<file path="src/design/gvmc_pkg.sv">
// Package for the gap-verify motion controller: field widths, codes,
// register indexes, reset values, the payload structs of both channels and the statistics control struct.
// No dependencies.
package gvmc_pkg;

  localparam int MEAS_W             = 16;  // Q12.4 distance width
  localparam int COUNT_BITS_DEFAULT = 12;
  localparam int MIN_SAMPLES_W      = 12;
  localparam int RATIO_W            = 9;   // Q1.8, 256 means one
  localparam int CFG_INDEX_W        = 3;
  localparam int CFG_DATA_W         = 16;

  // Configuration register indexes
  localparam logic [CFG_INDEX_W-1:0] CFG_GAP_THRESHOLD  = 3'd0;
  localparam logic [CFG_INDEX_W-1:0] CFG_VERIFY_TRAVEL  = 3'd1;
  localparam logic [CFG_INDEX_W-1:0] CFG_MIN_SAMPLES    = 3'd2;
  localparam logic [CFG_INDEX_W-1:0] CFG_MIN_GOOD_RATIO = 3'd3;
  localparam logic [CFG_INDEX_W-1:0] CFG_FRONT_STOP     = 3'd4;

  // Configuration reset values
  localparam logic [MEAS_W-1:0]        GAP_THRESHOLD_RST  = 16'd320;
  localparam logic [MEAS_W-1:0]        VERIFY_TRAVEL_RST  = 16'd160;
  localparam logic [MIN_SAMPLES_W-1:0] MIN_SAMPLES_RST    = 12'd5;
  localparam logic [RATIO_W-1:0]       MIN_GOOD_RATIO_RST = 9'd179;
  localparam logic [MEAS_W-1:0]        FRONT_STOP_RST     = 16'd160;

  // Side motor commands
  localparam logic signed [1:0] CMD_STOP  = 2'sb00;
  localparam logic signed [1:0] CMD_RIGHT = 2'sb01;
  localparam logic signed [1:0] CMD_LEFT  = 2'sb11;

  typedef enum logic [1:0] {
    MODE_SIDE    = 2'd0,
    MODE_VERIFY  = 2'd1,
    MODE_FORWARD = 2'd2
  } mode_t;

  typedef struct packed {
    logic [MEAS_W-1:0] gap_distance;
    logic              sample_fresh;
    logic              left_bumper;
    logic              right_bumper;
    logic [MEAS_W-1:0] side_travel;
    logic [MEAS_W-1:0] front_distance;
  } sensor_item_t;

  typedef struct packed {
    logic signed [1:0] side_drive;
    logic              forward_drive;
    logic [1:0]        mode;
    logic              clear_side_odometry;
    logic              clear_forward_odometry;
  } drive_item_t;

  // Controls from the mode logic to the statistics unit
  typedef struct packed {
    logic update;      // item is being retired this cycle
    logic clear;       // zero the statistics
    logic accumulate;  // fold in the current fresh sample
    logic good;        // current sample is at or above threshold
  } stats_ctl_t;

endpackage

</file>
<file path="src/design/gvmc_stream_if.sv">
// Valid/ready stream interface used for both channels of the controller.
// Payload type is given per instance; depends on nothing else.
interface gvmc_stream_if #(
  parameter type payload_t = logic
) ();
  logic     valid;
  logic     ready;
  payload_t payload;

  modport source (output valid, output payload, input ready);
  modport sink   (input valid, input payload, output ready);
endinterface

</file>
<file path="src/design/gap_verify_motion_controller.sv">
// Top level of the gap-verify motion controller: config registers, input
// register, mode logic and result register. Depends on gvmc_pkg,
// gvmc_stream_if and gvmc_stats.
//
//  channel  role    payload        transfer when
//  -------  ------  -------------  ----------------------------
//  sensor   sink    sensor_item_t  sensor.valid && sensor.ready
//  drive    source  drive_item_t   drive.valid && drive.ready
//  cfg_*    write   index + data   cfg_we high at the clock edge
//
// A transfer lands in the input register; when the result register can take
// it, the mode logic and statistics update and the result is registered,
// raising drive.valid. Throughput is one tick per cycle while drive does not
// stall; the limit is the state feedback through the confirm multipliers.
// rst is synchronous and restores the config defaults, side mode, direction
// right and both motors stopped. A stalled result register holds the input
// register, which in turn drops sensor.ready; no transfer is ever dropped.
module gap_verify_motion_controller import gvmc_pkg::*; #(
  parameter int COUNT_BITS = COUNT_BITS_DEFAULT
) (
  input  logic                   clk,
  input  logic                   rst,
  gvmc_stream_if.sink            sensor,
  gvmc_stream_if.source          drive,
  input  logic                   cfg_we,
  input  logic [CFG_INDEX_W-1:0] cfg_index,
  input  logic [CFG_DATA_W-1:0]  cfg_data
);

  // Configuration registers
  logic [MEAS_W-1:0]        gap_threshold;
  logic [MEAS_W-1:0]        verify_travel;
  logic [MIN_SAMPLES_W-1:0] min_samples;
  logic [RATIO_W-1:0]       min_good_ratio;
  logic [MEAS_W-1:0]        front_stop;

  always_ff @(posedge clk) begin
    if (rst) begin
      gap_threshold  <= GAP_THRESHOLD_RST;
      verify_travel  <= VERIFY_TRAVEL_RST;
      min_samples    <= MIN_SAMPLES_RST;
      min_good_ratio <= MIN_GOOD_RATIO_RST;
      front_stop     <= FRONT_STOP_RST;
    end else if (cfg_we) begin
      unique case (cfg_index)
        CFG_GAP_THRESHOLD:  gap_threshold  <= cfg_data;
        CFG_VERIFY_TRAVEL:  verify_travel  <= cfg_data;
        CFG_MIN_SAMPLES:    min_samples    <= cfg_data[MIN_SAMPLES_W-1:0];
        CFG_MIN_GOOD_RATIO: min_good_ratio <= cfg_data[RATIO_W-1:0];
        CFG_FRONT_STOP:     front_stop     <= cfg_data;
        default: ;  // writes past the register list are ignored
      endcase
    end
  end

  // Pipeline handshake: input register feeds result register
  logic         in_valid;
  sensor_item_t in_item;
  logic         res_valid;
  drive_item_t  res_item;
  logic         advance;

  assign advance      = in_valid && (!res_valid || drive.ready);
  assign sensor.ready = !in_valid || advance;
  assign drive.valid  = res_valid;
  assign drive.payload = res_item;

  always_ff @(posedge clk) begin
    if (rst) begin
      in_valid <= 1'b0;
    end else if (sensor.ready) begin
      in_valid <= sensor.valid;
    end
  end

  always_ff @(posedge clk) begin
    if (sensor.valid && sensor.ready) begin
      in_item <= sensor.payload;
    end
  end

  // Controller state
  mode_t             mode, mode_next;
  logic              direction_right, direction_right_next;
  logic signed [1:0] side_cmd, side_cmd_next;
  logic              forward_cmd, forward_cmd_next;
  logic              clr_side, clr_fwd;
  stats_ctl_t        stats_ctl;
  logic              confirmed;
  logic              gap_open, bumped, travel_done, front_blocked;

  assign gap_open      = in_item.gap_distance >= gap_threshold;
  assign bumped        = in_item.left_bumper || in_item.right_bumper;
  assign travel_done   = in_item.side_travel >= verify_travel;
  assign front_blocked = in_item.front_distance <= front_stop;

  gvmc_stats #(
    .COUNT_BITS (COUNT_BITS)
  ) u_stats (
    .clk            (clk),
    .rst            (rst),
    .ctl            (stats_ctl),
    .gap_distance   (in_item.gap_distance),
    .gap_threshold  (gap_threshold),
    .min_samples    (min_samples),
    .min_good_ratio (min_good_ratio),
    .confirmed      (confirmed)
  );

  // Next mode
  always_comb begin
    unique case (mode)
      MODE_VERIFY: begin
        if (bumped) begin
          mode_next = MODE_SIDE;          // bumper abort
        end else if (travel_done) begin
          mode_next = confirmed ? MODE_FORWARD : MODE_SIDE;
        end else begin
          mode_next = MODE_VERIFY;
        end
      end
      MODE_FORWARD: mode_next = front_blocked ? MODE_SIDE : MODE_FORWARD;
      default:      mode_next = gap_open ? MODE_VERIFY : MODE_SIDE;
    endcase
  end

  // Motor commands, direction, odometry clears and statistics control
  always_comb begin
    direction_right_next = direction_right;
    side_cmd_next        = side_cmd;
    forward_cmd_next     = forward_cmd;
    clr_side             = 1'b0;
    clr_fwd              = 1'b0;
    stats_ctl.update     = advance;
    stats_ctl.clear      = 1'b0;
    stats_ctl.accumulate = 1'b0;
    stats_ctl.good       = gap_open;
    unique case (mode)
      MODE_VERIFY: begin
        forward_cmd_next = 1'b0;
        if (bumped) begin
          // side command holds for this tick; direction follows bumpers
          direction_right_next = in_item.left_bumper;
          clr_side             = 1'b1;
          stats_ctl.clear      = 1'b1;
        end else begin
          side_cmd_next        = direction_right ? CMD_RIGHT : CMD_LEFT;
          stats_ctl.accumulate = in_item.sample_fresh;
          if (travel_done && confirmed) begin
            side_cmd_next = CMD_STOP;
            clr_fwd       = 1'b1;
          end
        end
      end
      MODE_FORWARD: begin
        side_cmd_next    = CMD_STOP;
        forward_cmd_next = !front_blocked;
      end
      default: begin
        forward_cmd_next = 1'b0;
        if (in_item.left_bumper) begin
          direction_right_next = 1'b1;
        end else if (in_item.right_bumper) begin
          direction_right_next = 1'b0;
        end
        side_cmd_next = direction_right_next ? CMD_RIGHT : CMD_LEFT;
        if (gap_open) begin
          clr_side        = 1'b1;
          stats_ctl.clear = 1'b1;
        end
      end
    endcase
  end

  always_ff @(posedge clk) begin
    if (rst) begin
      mode            <= MODE_SIDE;
      direction_right <= 1'b1;
      side_cmd        <= CMD_STOP;
      forward_cmd     <= 1'b0;
    end else if (advance) begin
      mode            <= mode_next;
      direction_right <= direction_right_next;
      side_cmd        <= side_cmd_next;
      forward_cmd     <= forward_cmd_next;
    end
  end

  // Result register
  always_ff @(posedge clk) begin
    if (rst) begin
      res_valid <= 1'b0;
    end else if (advance) begin
      res_valid <= 1'b1;
    end else if (drive.ready) begin
      res_valid <= 1'b0;
    end
  end

  always_ff @(posedge clk) begin
    if (advance) begin
      res_item.side_drive             <= side_cmd_next;
      res_item.forward_drive          <= forward_cmd_next;
      res_item.mode                   <= mode_next;
      res_item.clear_side_odometry    <= clr_side;
      res_item.clear_forward_odometry <= clr_fwd;
    end
  end

endmodule

</file>
<file path="src/design/gvmc_stats.sv">
// Verify statistics: saturating sample/good counters, distance sum and the
// gap confirmation check by cross-multiplication. Depends on gvmc_pkg.
module gvmc_stats import gvmc_pkg::*; #(
  parameter int COUNT_BITS = COUNT_BITS_DEFAULT
) (
  input  logic                     clk,
  input  logic                     rst,
  input  stats_ctl_t               ctl,
  input  logic [MEAS_W-1:0]        gap_distance,
  input  logic [MEAS_W-1:0]        gap_threshold,
  input  logic [MIN_SAMPLES_W-1:0] min_samples,
  input  logic [RATIO_W-1:0]       min_good_ratio,
  output logic                     confirmed
);

  localparam int SUM_W   = MEAS_W + COUNT_BITS;
  localparam int CMP_W   = (COUNT_BITS > MIN_SAMPLES_W) ? COUNT_BITS : MIN_SAMPLES_W;
  localparam int RPROD_W = COUNT_BITS + RATIO_W;

  logic [COUNT_BITS-1:0] sample_count, sample_count_next;
  logic [COUNT_BITS-1:0] good_count, good_count_next;
  logic [SUM_W-1:0]      distance_sum, distance_sum_next;
  logic [SUM_W:0]        sum_wide;
  logic [RPROD_W-1:0]    good_scaled, ratio_prod;
  logic [SUM_W-1:0]      avg_prod;
  logic                  count_ok, ratio_ok, avg_ok;

  // Accumulated values; equal to the stored ones when nothing is folded in
  always_comb begin
    sample_count_next = sample_count;
    good_count_next   = good_count;
    distance_sum_next = distance_sum;
    sum_wide          = {1'b0, distance_sum} + (SUM_W+1)'(gap_distance);
    if (ctl.accumulate) begin
      if (sample_count != '1) begin
        sample_count_next = sample_count + COUNT_BITS'(1);
      end
      if (ctl.good && (good_count != '1)) begin
        good_count_next = good_count + COUNT_BITS'(1);
      end
      distance_sum_next = sum_wide[SUM_W] ? '1 : sum_wide[SUM_W-1:0];
    end
  end

  always_comb begin
    good_scaled = RPROD_W'({good_count_next, 8'b0});
    ratio_prod  = RPROD_W'(min_good_ratio) * RPROD_W'(sample_count_next);
    avg_prod    = SUM_W'(gap_threshold) * SUM_W'(sample_count_next);
    count_ok    = CMP_W'(sample_count_next) >= CMP_W'(min_samples);
    if (sample_count_next == '0) begin
      // no samples: ratio and average count as zero
      ratio_ok = (min_good_ratio == '0);
      avg_ok   = (gap_threshold == '0);
    end else begin
      ratio_ok = good_scaled >= ratio_prod;
      avg_ok   = distance_sum_next >= avg_prod;
    end
    confirmed = count_ok && ratio_ok && avg_ok;
  end

  always_ff @(posedge clk) begin
    if (rst) begin
      sample_count <= '0;
      good_count   <= '0;
      distance_sum <= '0;
    end else if (ctl.update) begin
      if (ctl.clear) begin
        sample_count <= '0;
        good_count   <= '0;
        distance_sum <= '0;
      end else begin
        sample_count <= sample_count_next;
        good_count   <= good_count_next;
        distance_sum <= distance_sum_next;
      end
    end
  end

endmodule

</file>
<file path="src/flat_wrapper.sv">
// flat-port wrapper written by rule: the top's interface ports become plain ports
module gap_verify_motion_controller_flat import gvmc_pkg::*;
#(
  parameter int COUNT_BITS = COUNT_BITS_DEFAULT
)
  (clk, rst, cfg_we, cfg_index, cfg_data, sensor_valid, sensor_payload, sensor_ready, drive_valid, drive_payload, drive_ready);
  gvmc_stream_if #(.payload_t(sensor_item_t)) sensor_i ();
  gvmc_stream_if #(.payload_t(drive_item_t)) drive_i ();
  input  logic clk;
  input  logic rst;
  input  logic cfg_we;
  input  logic [CFG_INDEX_W-1:0] cfg_index;
  input  logic [CFG_DATA_W-1:0] cfg_data;
  input wire logic [$bits(sensor_i.valid)-1:0] sensor_valid;
  input wire logic [$bits(sensor_i.payload)-1:0] sensor_payload;
  output wire logic [$bits(sensor_i.ready)-1:0] sensor_ready;
  output wire logic [$bits(drive_i.valid)-1:0] drive_valid;
  output wire logic [$bits(drive_i.payload)-1:0] drive_payload;
  input wire logic [$bits(drive_i.ready)-1:0] drive_ready;
  assign sensor_i.valid = sensor_valid;
  assign sensor_i.payload = sensor_payload;
  assign sensor_ready = sensor_i.ready;
  assign drive_valid = drive_i.valid;
  assign drive_payload = drive_i.payload;
  assign drive_i.ready = drive_ready;
  gap_verify_motion_controller #(.COUNT_BITS(COUNT_BITS)) u_core (.clk(clk), .rst(rst), .sensor(sensor_i), .drive(drive_i), .cfg_we(cfg_we), .cfg_index(cfg_index), .cfg_data(cfg_data));
endmodule
</file>
<file path="config.mk">
export PLATFORM = sky130hd
export DESIGN_NAME = gap_verify_motion_controller_flat
export DESIGN_NICKNAME = d
export VERILOG_FILES = /design/src/design/gvmc_pkg.sv /design/src/design/gvmc_stream_if.sv /design/src/design/gap_verify_motion_controller.sv /design/src/design/gvmc_stats.sv /design/src/flat_wrapper.sv
export SDC_FILE = /design/constraint.sdc
export NUM_CORES = 1
export LEC_CHECK = 0
export CAP_MARGIN = 25
export CORE_AREA = 2 2 253 130
export CTS_CLUSTER_SIZE = 40
export DETAILED_ROUTE_END_ITERATION = 8
export DIE_AREA = 0 0 255 132
export DONT_BUFFER_PORTS = 1
export PLACE_DENSITY = 0.81
export SLEW_MARGIN = 20
export SYNTH_ARGS = -nofsm -noshare
export SYNTH_HDL_FRONTEND = slang
export SYNTH_SLANG_ARGS = --single-unit
</file>
<file path="constraint.sdc">
create_clock -name clk -period 22.1 [get_ports clk]
set_input_delay 1.105 -clock clk [delete_from_list [all_inputs] [get_ports clk]]
set_output_delay 1.105 -clock clk [all_outputs]
set_load 0.01 [all_outputs]
</file>
Yosys cells after proc, flatten, opt, wreduce, memory -nomap -nowiden
Cells that the tools add are included.

Shift-type cells: 0. Div/mod/pow operators: 0. Mux-type cells: 35. Equality and inequality tests: 9. $mul: 2. Reductions and logical operators: 25. Add/sub/neg operators: 3. $lt $le $gt $ge: 6. Bitwise gates (word level): 2.

Operators with widths (number): two-way mux 28 bit (3); two-way mux 12 bit (6); >= comparator 16 bit (2); adder 28 x 16 -> 29 bit (1); >= comparator 28 bit (1); multiplier 16 x 12 -> 28 bit (1); adder 12 x 1 -> 12 bit (second input constant) (2); != test 12 bit (second input constant) (2); >= comparator 20 x 21 -> 1 bit (1); multiplier 9 x 12 -> 21 bit (1); less-or-equal comparator 16 bit (1); zero test 16 bit (1); two-way mux 2 bit (8); two-way mux 1 bit (14); >= comparator 12 bit (1); zero test 12 bit (1); AND reduction 2 bit (5); zero test 9 bit (1); one-hot mux 2 bit (2 select lines) (2); == test 3 x 2 -> 1 bit (second input constant) (2); logical AND 1 bit (6); one-hot mux 1 bit (2 select lines) (2); OR reduction 2 bit (2); == test 3 x 1 -> 1 bit (second input constant) (1); 10 further kinds (15).

Logic and storage cells: 106. Memories: 0. Output and inout port bits: 9. Bits in registers: 186. Bits in latches: 0. Bits in read-only memories: 0. Bits in writable memories: 0.

Depth between registers and ports, before layout
Gate-level depths: netlist (run 1).

Depth after elaboration: 13. Gate-level depth with buffers: 39.

Hierarchy
A second synthesis (run 1) with hierarchy kept.

Cells, all modules: 2322. Area total of the unflattened synthesis: 20056.7 µm².

Modules (own cells, without submodules): gvmc_stats (area an instance 14237.4 µm², cells an instance 1745, seq. area each 1041.0 µm², instances 1); gap_verify_motion_controller (area an instance 5819.3 µm², cells an instance 577, seq. area each 3263.1 µm², instances 1).

Worst setup path after synthesis (run 1)
No wires, ideal clock.

Path type: reg-to-reg. From: reg u_core.mode[1]. To: reg u_core.res_item (netlist bit u_core.drive.payload[5]), data pin. Clock period less this slack: 8144 ps. Buffers on the path: 2. Path slack: 13956 ps. Arrival: 7880 ps. Cell stages (with the launch flop): 37. Cell sequence: dfxtp_1 inv_1 ha_1 and4bb_2 buf_4 nand4_1 or3_1 nand2_1 clkbuf_1 nand2_1 fa_1 inv_1 fa_1 fa_1 fa_1 inv_1 fa_1 inv_1 ha_1 or2_2 a21oi_1 a31oi_1 a41o_1 o21a_1 a21o_1 a21oi_1 xnor2_1 ha_1 nand4_1 nor2_1 nand3_1 o41ai_1 nor3_1 nand2_1 a31oi_4 nor3_1 o22ai_1.

Word-level cells in the longest chain between the ends: 12. Elaborated cells between the ends (all ways): 20.

Ends and longest elaborated chain: start: declaration (line gap_verify_motion_controller.sv:83) `mode_t mode, mode_next;`; start signal: assignment (line gap_verify_motion_controller.sv:182) `mode <= mode_next;`; branches (longest 11 deep; another with multiplier 16 x 12 -> 28 bit); one-hot mux 2 bit (2 select lines) (*) (line gap_verify_motion_controller.sv:138) `unique case (mode)`; net u_core.side_cmd_next[0] (line gap_verify_motion_controller.sv:85) `logic signed [1:0] side_cmd, side_cmd_next;`; end: declaration (line gap_verify_motion_controller.sv:60) `drive_item_t res_item;`.

Mark *: on every way through the listed nets, which the timed path passes. A chain may end at the register's enable or synchronous reset.

Worst setup path in the final report (run 1)
Ends and elaborated chain as after synthesis.

==> results of run 1 <==
## cells by family (layout without fill, tap and decap cells)
group                    after synthesis  count (layout)
AND/OR/NAND/NOR                      807             807
buffers and inverters                453             398
adder cells (fa/ha/maj)              439             439
AO/OA/AOI/OAI                        408             408
flip-flops                           186             186
XOR/XNOR                              66              66
multiplexers                          12              12
## sequential cells by signal, summed over array words and instances (netlist names), 7 cells and up
signal                       flops
u_core.front_stop               16
u_core.u_stats.sample_count     12
u_core.min_samples              12
u_core.u_stats.good_count       12
u_core.u_stats.distance_sum     28
u_core.gap_threshold            16
u_core.drive.payload             7
u_core.min_good_ratio            9
u_core.in_item                  51
u_core.verify_travel            16
## layer usage
layer,wire length (microns),part of all wire
met1,21400,0.41
met2,24100,0.47
met3,4580,0.089
met4,1590,0.031
met5,0,0
## worst max-delay path by stage
stage	cells past startpoint	endpoint	start	slack, ns
after floorplan	36	u_core.drive.payload[5]	u_core.mode[1]	13.96
after global placement	34	u_core.drive.payload[5]	u_core.mode[1]	12.46
after detailed placement	34	u_core.drive.payload[5]	u_core.mode[1]	12.21
after CTS	34	u_core.drive.payload[5]	u_core.mode[1]	12.18
after global routing	34	u_core.drive.payload[5]	u_core.mode[1]	11.68
final	34	u_core.drive.payload[5]	u_core.mode[1]	12.31
## area by class of cell
cell class | count | area [sq um] | area share
Tap cell | 432 | 541 | 0.0256
Multi-Input combinational cell | 1732 | 14300 | 0.674
Inverter | 345 | 1290 | 0.0612
Timing Repair Buffer | 21 | 158 | 0.00745
Clock buffer | 17 | 425 | 0.0201
Sequential cell | 186 | 4300 | 0.203
Clock inverter | 15 | 174 | 0.00822
## worst max-delay path: cells and delay by family, from the launching register on
kind	cells	cell delay, ns
fa+ha+maj	8	3.33
buf+inv	4	0.24
compound gates	10	2.73
flops	1	0.33
simple gates	11	2.80
xor+xnor	1	0.09
## cell usage after synthesis (all sizes together) (16+ instances only)
master / number
a21o: 37
a21oi: 144
a22o: 16
a31oi: 20
and2: 98
and3: 25
buf: 21
clkbuf: 87
dfxtp: 128
edfxtp: 58
fa: 212
ha: 227
inv: 344
nand2: 435
nand3: 57
nand4: 25
nor2: 64
nor3: 28
o211ai: 28
o21ai: 66
xnor2: 37
xor2: 29
## power groups by stage
stage	registers (mW)	logic [mW]	clock network, mW
floorplan	0.375	0.0459	0
global placement	0.381	0.0561	0
detailed placement	0.381	0.0584	0
CTS	0.373	0.0589	0.317
global route	0.374	0.0666	0.330
finish	0.373	0.0599	0.315
## through the flow
stage | cells | instance area, sq um | hold WS [ns] | utilization | worst slack, ns
after global routing | 2748 | 21200 | 0.474 | 0.674 | 11.68
final | 2748 | 21200 | 0.455 | 0.674 | 12.31
after floorplan | 2371 | 20300 | 0.435 | - | 13.96
after detailed placement | 2715 | 20500 | 0.441 | 0.655 | 12.21
after global placement | 2715 | 20500 | 0.436 | 0.655 | 12.46
after CTS | 2747 | 21100 | 0.451 | 0.674 | 12.18
## cell usage in the layout (no fill, tap or decap), types with 21 or more instances in the layout
cell      count
xnor2_1      36
nor3_1       28
o211ai_1     27
a21o_1       37
dfxtp_1     128
ha_1        227
inv_1       344
buf_4        21
nand2_1     435
o21ai_0      64
nand3_1      56
nor2_1       63
a21oi_1     143
nand4_1      25
xor2_1       29
and2_1       97
and3_1       25
edfxtp_1     58
fa_1        212
==> reports/results.tsv, run 1 <==
stage	metric	value	unit
die	die extent in x	255	microns
yosys	synthesized area	20300	sq um
power	switch share	0.270	
critical_path	R2R setup slack	12.31	ns
critical_path	worst r2r src	u_core.mode[1]	
die	num ports	84	
route	Antenna Nets Post-Route	0	
route	Total Wirelength	51600	microns
die	Total Die Area	33700	sq um
clocking	Num CTS Buffers	17	
yosys	Ys Warns	0	
route	Vias/cell	6.05	
route	Vias	16630	
clocking	largest buffer count on any clock path	2	
yosys	mux cell area share after synthesis	0.00679	
yosys	sequential-to-total area share from yosys stat	0.212	
critical_path	critical path's most frequent cell	fa_1	
yosys	distinct cell type count after synthesis	81	
place	GPL Wtd Cong	0.931	
die	overall die height	132	microns
yosys	Syn Nets	2885	
yosys	Post-Synth Adder-Cell Area	0.350	
job	Max Cap Viol	0	
global_routing	most used routing layer	met2	
yosys	synth top area cells	fa_1 21%, ha_1 14%, dfxtp_1 13%	
yosys	Post-synth ARST share	0	
clocking	Root Driver	clkbuf_16	
sta	Final min period	9.79	ns
global_routing	Overflow after GRT	0	
sta	measured slew at the worst slew-check pin	0.956	ns
clocking	# clock sinks	186	
clocking	Setup Fix Bufs, Post-CTS	0	
finish	n_diodes	0	
clocking	H-tree depth reported by CTS	4	
yosys	Post-synth top flop	dfxtp_1	
die	Starting Density	0.646	
outcome	status	finished clean	
route	WL/cell	18.8	microns
power	Lkg Pwr	9.91	nW
clocking	clock slew at reported path FFs	0.08	ns
yosys	main combinational cell family by area after synthesis	adder cells	
critical_path	CP max FO	23	
yosys	Yosys top cell area share	0.209	
critical_path	WS Path Type	flip-flop to flip-flop	
finish	fillers	2543	
clocking	Resized cells post-CTS	0	
place	DPL Wire Length	38700	microns
hold_path	Hold Crit Endpoint	u_core.front_stop[12]	
global_routing	largest net degree at the start of global routing	85	
sta	final setup vio count	0	
yosys	syn_area_per_cell	8.55	sq um
sta	Final TNS setup	0	ns
yosys	Simple-Gate Fraction of Synth Area	0.186	
critical_path	Req. time, crit path	22.30	ns
finish	# nets final	2817	
yosys	register bit count reported by yosys	186	
clocking	CTS Hold Buffers Added	0	
global_routing	met3 Use GR	0.0654	
critical_path	cells on worst reg2reg path	34	
yosys	Post-synth EDFFs	58	
power	Cell Int Power	0.546	mW
route	# DRC	0	
critical_path	Slowest cell on crit path	and2_1	
global_routing	vias in the first global route	16665	
route	drt pass-1 iters	5	
global_routing	GR Layer Usage met1	0.427	
global_routing	first-pass GRT wire length	84500	microns
route	Starting DRT DRC Count	1267	
yosys	Post-Synth XOR/XNOR Area	0.0285	
finish	share of cells above drive strength 1	0.0371	
power	P_sw	0.202	mW
hold_path	WHS Path Cells	2	
power	Clk network pwr share	0.421	
clocking	CTS tree	built	
global_routing	GRT Total Usage	0.320	
yosys	Compound-Gate Fraction of Synth Area	0.131	
critical_path	reg2reg end	u_core.drive.payload[5]	
sta	Final period util	0.443	
finish	Area Overhead vs Synth	4.39	%
power	register share of total power	0.499	
sta	unrepaired setup endpoints after global routing	no	
critical_path	Worst path max stage delay	0.77	ns
sta	endpoints failing hold	0	
power	total power	0.748	mW
die	FP Rows	46	
clocking	Worst-Skew Late Latency	0.46	ns
hold_path	Worst Hold Launch	u_core.front_stop[12]	
yosys	post-synth top area cell	fa_1	
critical_path	Worst EP arrival	9.99	ns
power	combinational share of power	0.080	
sta	clock skew	0.0196	ns
sta	Slew Viols, Final	0	
critical_path	CP Launch Type	flip-flop	
sta	Worst slew margin	0.362	
yosys	cell count after synthesis	2371	
die	Core Area	31400	sq um
critical_path	CP endpoint kind	flip-flop	
power	Pwr Density	35.4	nW/um^2
hold_path	HP Class	flip-flop to flip-flop	
global_routing	met2 Use GR	0.519	
sta	FMAX	0.102	GHz
place	Port Buffers	0	
global_routing	initial antenna violation count	1	
power	Peak VDD IR	0.0579	mV
No activity file was read; power rests on OpenSTA's default activity.
==> run 2, diff against run 1 <==
- ABC_AREA: not set -> 1
- CORE_AREA: 2 2 253 130 -> 2 2 263 135
- DIE_AREA: 0 0 255 132 -> 0 0 265 137
- PLACE_DENSITY: 0.81 -> 0.78
- clock period: 22.1 -> 8.78 ns (I/O delays scaled with it)
==> run 2 against run 1 <==
Effect of this change:
- count of clock-buffer cells in the layout grew 1
- fmax grew 16%
- critical path type unchanged
- flip-flop and latch count is the same
- clock power grew to 2.6 times the previous value
- global-route usage grew 0.82 points
==> reports/results.tsv, run 2 <==
stage	metric	value	unit
finish	share of cells above drive strength 1	0.0508	
sta	FMAX	0.118	GHz
finish	most frequent cells in the layout	580 x nand2_1, 476 x inv_1, 227 x ha_1, 212 x fa_1, 208 x a21oi_1	
route	drt pass-1 iters	6	
critical_path	cells on worst reg2reg path	39	
yosys	synthesized area	20200	sq um
sta	Worst slew margin	0.374	
yosys	most common library cells after synthesis	583 x nand2_1, 479 x inv_1, 227 x ha_1	
sta	Final TNS setup	0	ns
critical_path	WS Path Type	flip-flop to flip-flop	
place	placed cells	2970	
clocking	H-tree depth reported by CTS	4	
sta	Final period util	0.962	
critical_path	CP Launch Type	flip-flop	
sta	measured slew at the worst slew-check pin	0.937	ns
power	total power	2.01	mW
route	Starting DRT DRC Count	2455	
place	GPL Wtd Cong	0.984	
route	Antenna Nets Post-Route	0	
finish	n_diodes	0	
route	Total Wirelength	59100	microns
global_routing	vias in the first global route	16392	
clocking	# clock sinks	186	
sta	endpoints failing hold	0	
global_routing	largest net degree at the start of global routing	65	
clocking	Root Driver	clkbuf_16	
sta	Slew Viols, Final	0	
critical_path	CP max FO	17	
finish	utilization after layout	0.625	
yosys	cell count after synthesis	2585	
yosys	sequential-to-total area share from yosys stat	0.213	
place	Port Buffers	0	
yosys	Ys Warns	0	
power	Pwr Density	94.4	nW/um^2
place	DPL Wire Length	46600	microns
sta	clock skew	0.0172	ns
clocking	CTS tree	built	
global_routing	initial antenna violation count	2	
route	Vias/cell	5.85	
route	# DRC	0	
clocking	Num CTS Buffers	17	
yosys	Yosys top cell area share	0.210	
clocking	Worst-Skew Late Latency	0.47	ns
job	Max Cap Viol	0	
die	Core Area	34000	sq um
place	Cell Area, Placed	20600	sq um
finish	# nets final	3059	
outcome	status	finished clean	
yosys	Post-synth ARST share	0	
yosys	top-count cell post-synth	nand2_1	
yosys	Syn Nets	3099	
finish	register with the highest flop count	u_core.in_item	
yosys	post-synth top area cell	fa_1	
critical_path	Req. time, crit path	9.02	ns
sta	Final min period	8.45	ns
finish	largest registers	u_core.in_item x51, u_core.u_stats.distance_sum x28	
finish	number of flip-flops in the largest register	51	
finish	finished layout cell area	21200	sq um
route	WL/cell	19.7	microns
yosys	synth top area cells	fa_1 21%, ha_1 14%, dfxtp_1 13%	
global_routing	Overflow after GRT	0	
yosys	Post-synth EDFFs	58	
die	Total Die Area	36300	sq um
finish	commonest non-fill, non-tap cell in the layout	nand2_1	
global_routing	GRT Total Usage	0.328	
hold_path	HP Class	input pin to flip-flop	
critical_path	Slowest cell on crit path	fa_1	
finish	fillers	2859	
clocking	largest buffer count on any clock path	2	
critical_path	CP endpoint kind	flip-flop	
yosys	syn_area_per_cell	7.80	sq um
die	FP Rows	48	
finish	Post-Layout Cell Count	3008	
die	die extent in x	265	microns
die	num ports	84	
hold_path	WHS Path Cells	0	
die	Starting Density	0.593	
yosys	register bit count reported by yosys	186	
global_routing	first-pass GRT wire length	90700	microns
die	overall die height	137	microns
power	Peak VDD IR	0.147	mV
route	Vias	17600	
power	Lkg Pwr	10.6	nW
clocking	clock slew at reported path FFs	0.08	ns
critical_path	Worst EP arrival	8.69	ns
finish	Area Overhead vs Synth	5.32	%
critical_path	critical path's most frequent cell	nand2_1	
finish	area of the multi-input gates	13700	sq um
critical_path	Worst path max stage delay	0.55	ns
sta	unrepaired setup endpoints after global routing	no	
finish	Seq. cell area	4300	sq um
sta	final setup vio count	0	
yosys	Post-synth top flop	dfxtp_1	
yosys	distinct cell type count after synthesis	52	
[run 2: cell types whose count changed after synthesis, moves of 17 or more]
cell,before,now
inv_1,344,479
nor3_1,28,11
o21ai_0,65,110
nand3_1,56,73
nand2_2,0,20
and3_1,25,0
a21oi_1,143,208
a21o_1,37,3
nor2_1,63,168
nand2_1,435,583
and2_1,98,3
[run 2: final timing paths]
| path | startpoint | endpoint | slack, ns |
|---|---|---|---|
| max | u_core.mode[1] | u_core.drive.payload[3] | 0.33 |
| min | sensor_payload[29] | u_core.in_item[29] | 0.05 |
| max reg2reg | u_core.mode[1] | u_core.drive.payload[3] | 0.33 |
| min reg2reg | u_core.front_stop[10] | u_core.front_stop[10] | 0.46 |
[run 2: cell type report]
class | count | share of cell area
inverter | 496 | 0.0882
clock buffer | 18 | 0.0202
tap | 450 | 0.0265
sequential | 186 | 0.203
clock inverter | 14 | 0.00848
timing repair inverter | 1 | 0.000353
multi-input combinational | 1817 | 0.644
timing repair buffer | 26 | 0.00954
[run 2: logic make-up (layout without fill, tap and decap cells)]
| logic type | count (synthesis) | after routing | synth area share |
|---|---|---|---|
| flops | 186 | 186 | 0.213 |
| compound gates | 387 | 387 | 0.104 |
| fa+ha+maj | 439 | 439 | 0.351 |
| simple gates | 928 | 929 | 0.194 |
| buf+inv | 583 | 555 | 0.110 |
| xor+xnor | 62 | 62 | 0.0269 |
[run 2: what timing repair did]
item / 4_1_cts / 5_1_grt
endpoints found under the setup margin: 0 / 7
hold buffers: 0 / 0
buffers inserted: 0 / 4
resized for setup: 0 / 11
[run 2: routing by layer]
metal / part of all wire / track usage / vias to the layer above / wire, microns
met2: 0.38 / 0.442 / 1092 / 22300
met4: 0.015 / 0.0552 / 2 / 887
met5: 0.00019 / 0 / - / 11
met1: 0.44 / 0.497 / 8360 / 25900
li1: - / - / 8067 / -
met3: 0.17 / 0.124 / 79 / 9970
[run 2: stage by stage]
step | hold WS, ns | setup slack, ns
floorplan | 0.433 | 1.41
global placement | 0.443 | 0.563
detailed placement | 0.454 | 0.193
CTS | 0.0295 | 0.165
global route | 0.0336 | 0.0152
finish | 0.0524 | 0.333
[run 2: power breakdown]
| part | switching, mW | internal, mW |
|---|---|---|
| combinational | 0.162 | 0.0745 |
| clock | 0.427 | 0.390 |
| sequential | 0.0332 | 0.918 |
| total | 0.623 | 1.38 |
[run 2: critical path, delay by kind of cell (launching register included)]
| family | cells | cell delay [ns] |
|---|---|---|
| buf+inv | 6 | 0.59 |
| fa+ha+maj | 8 | 3.55 |
| xor+xnor | 1 | 0.16 |
| flops | 1 | 0.33 |
| compound gates | 8 | 1.22 |
| simple gates | 16 | 2.34 |
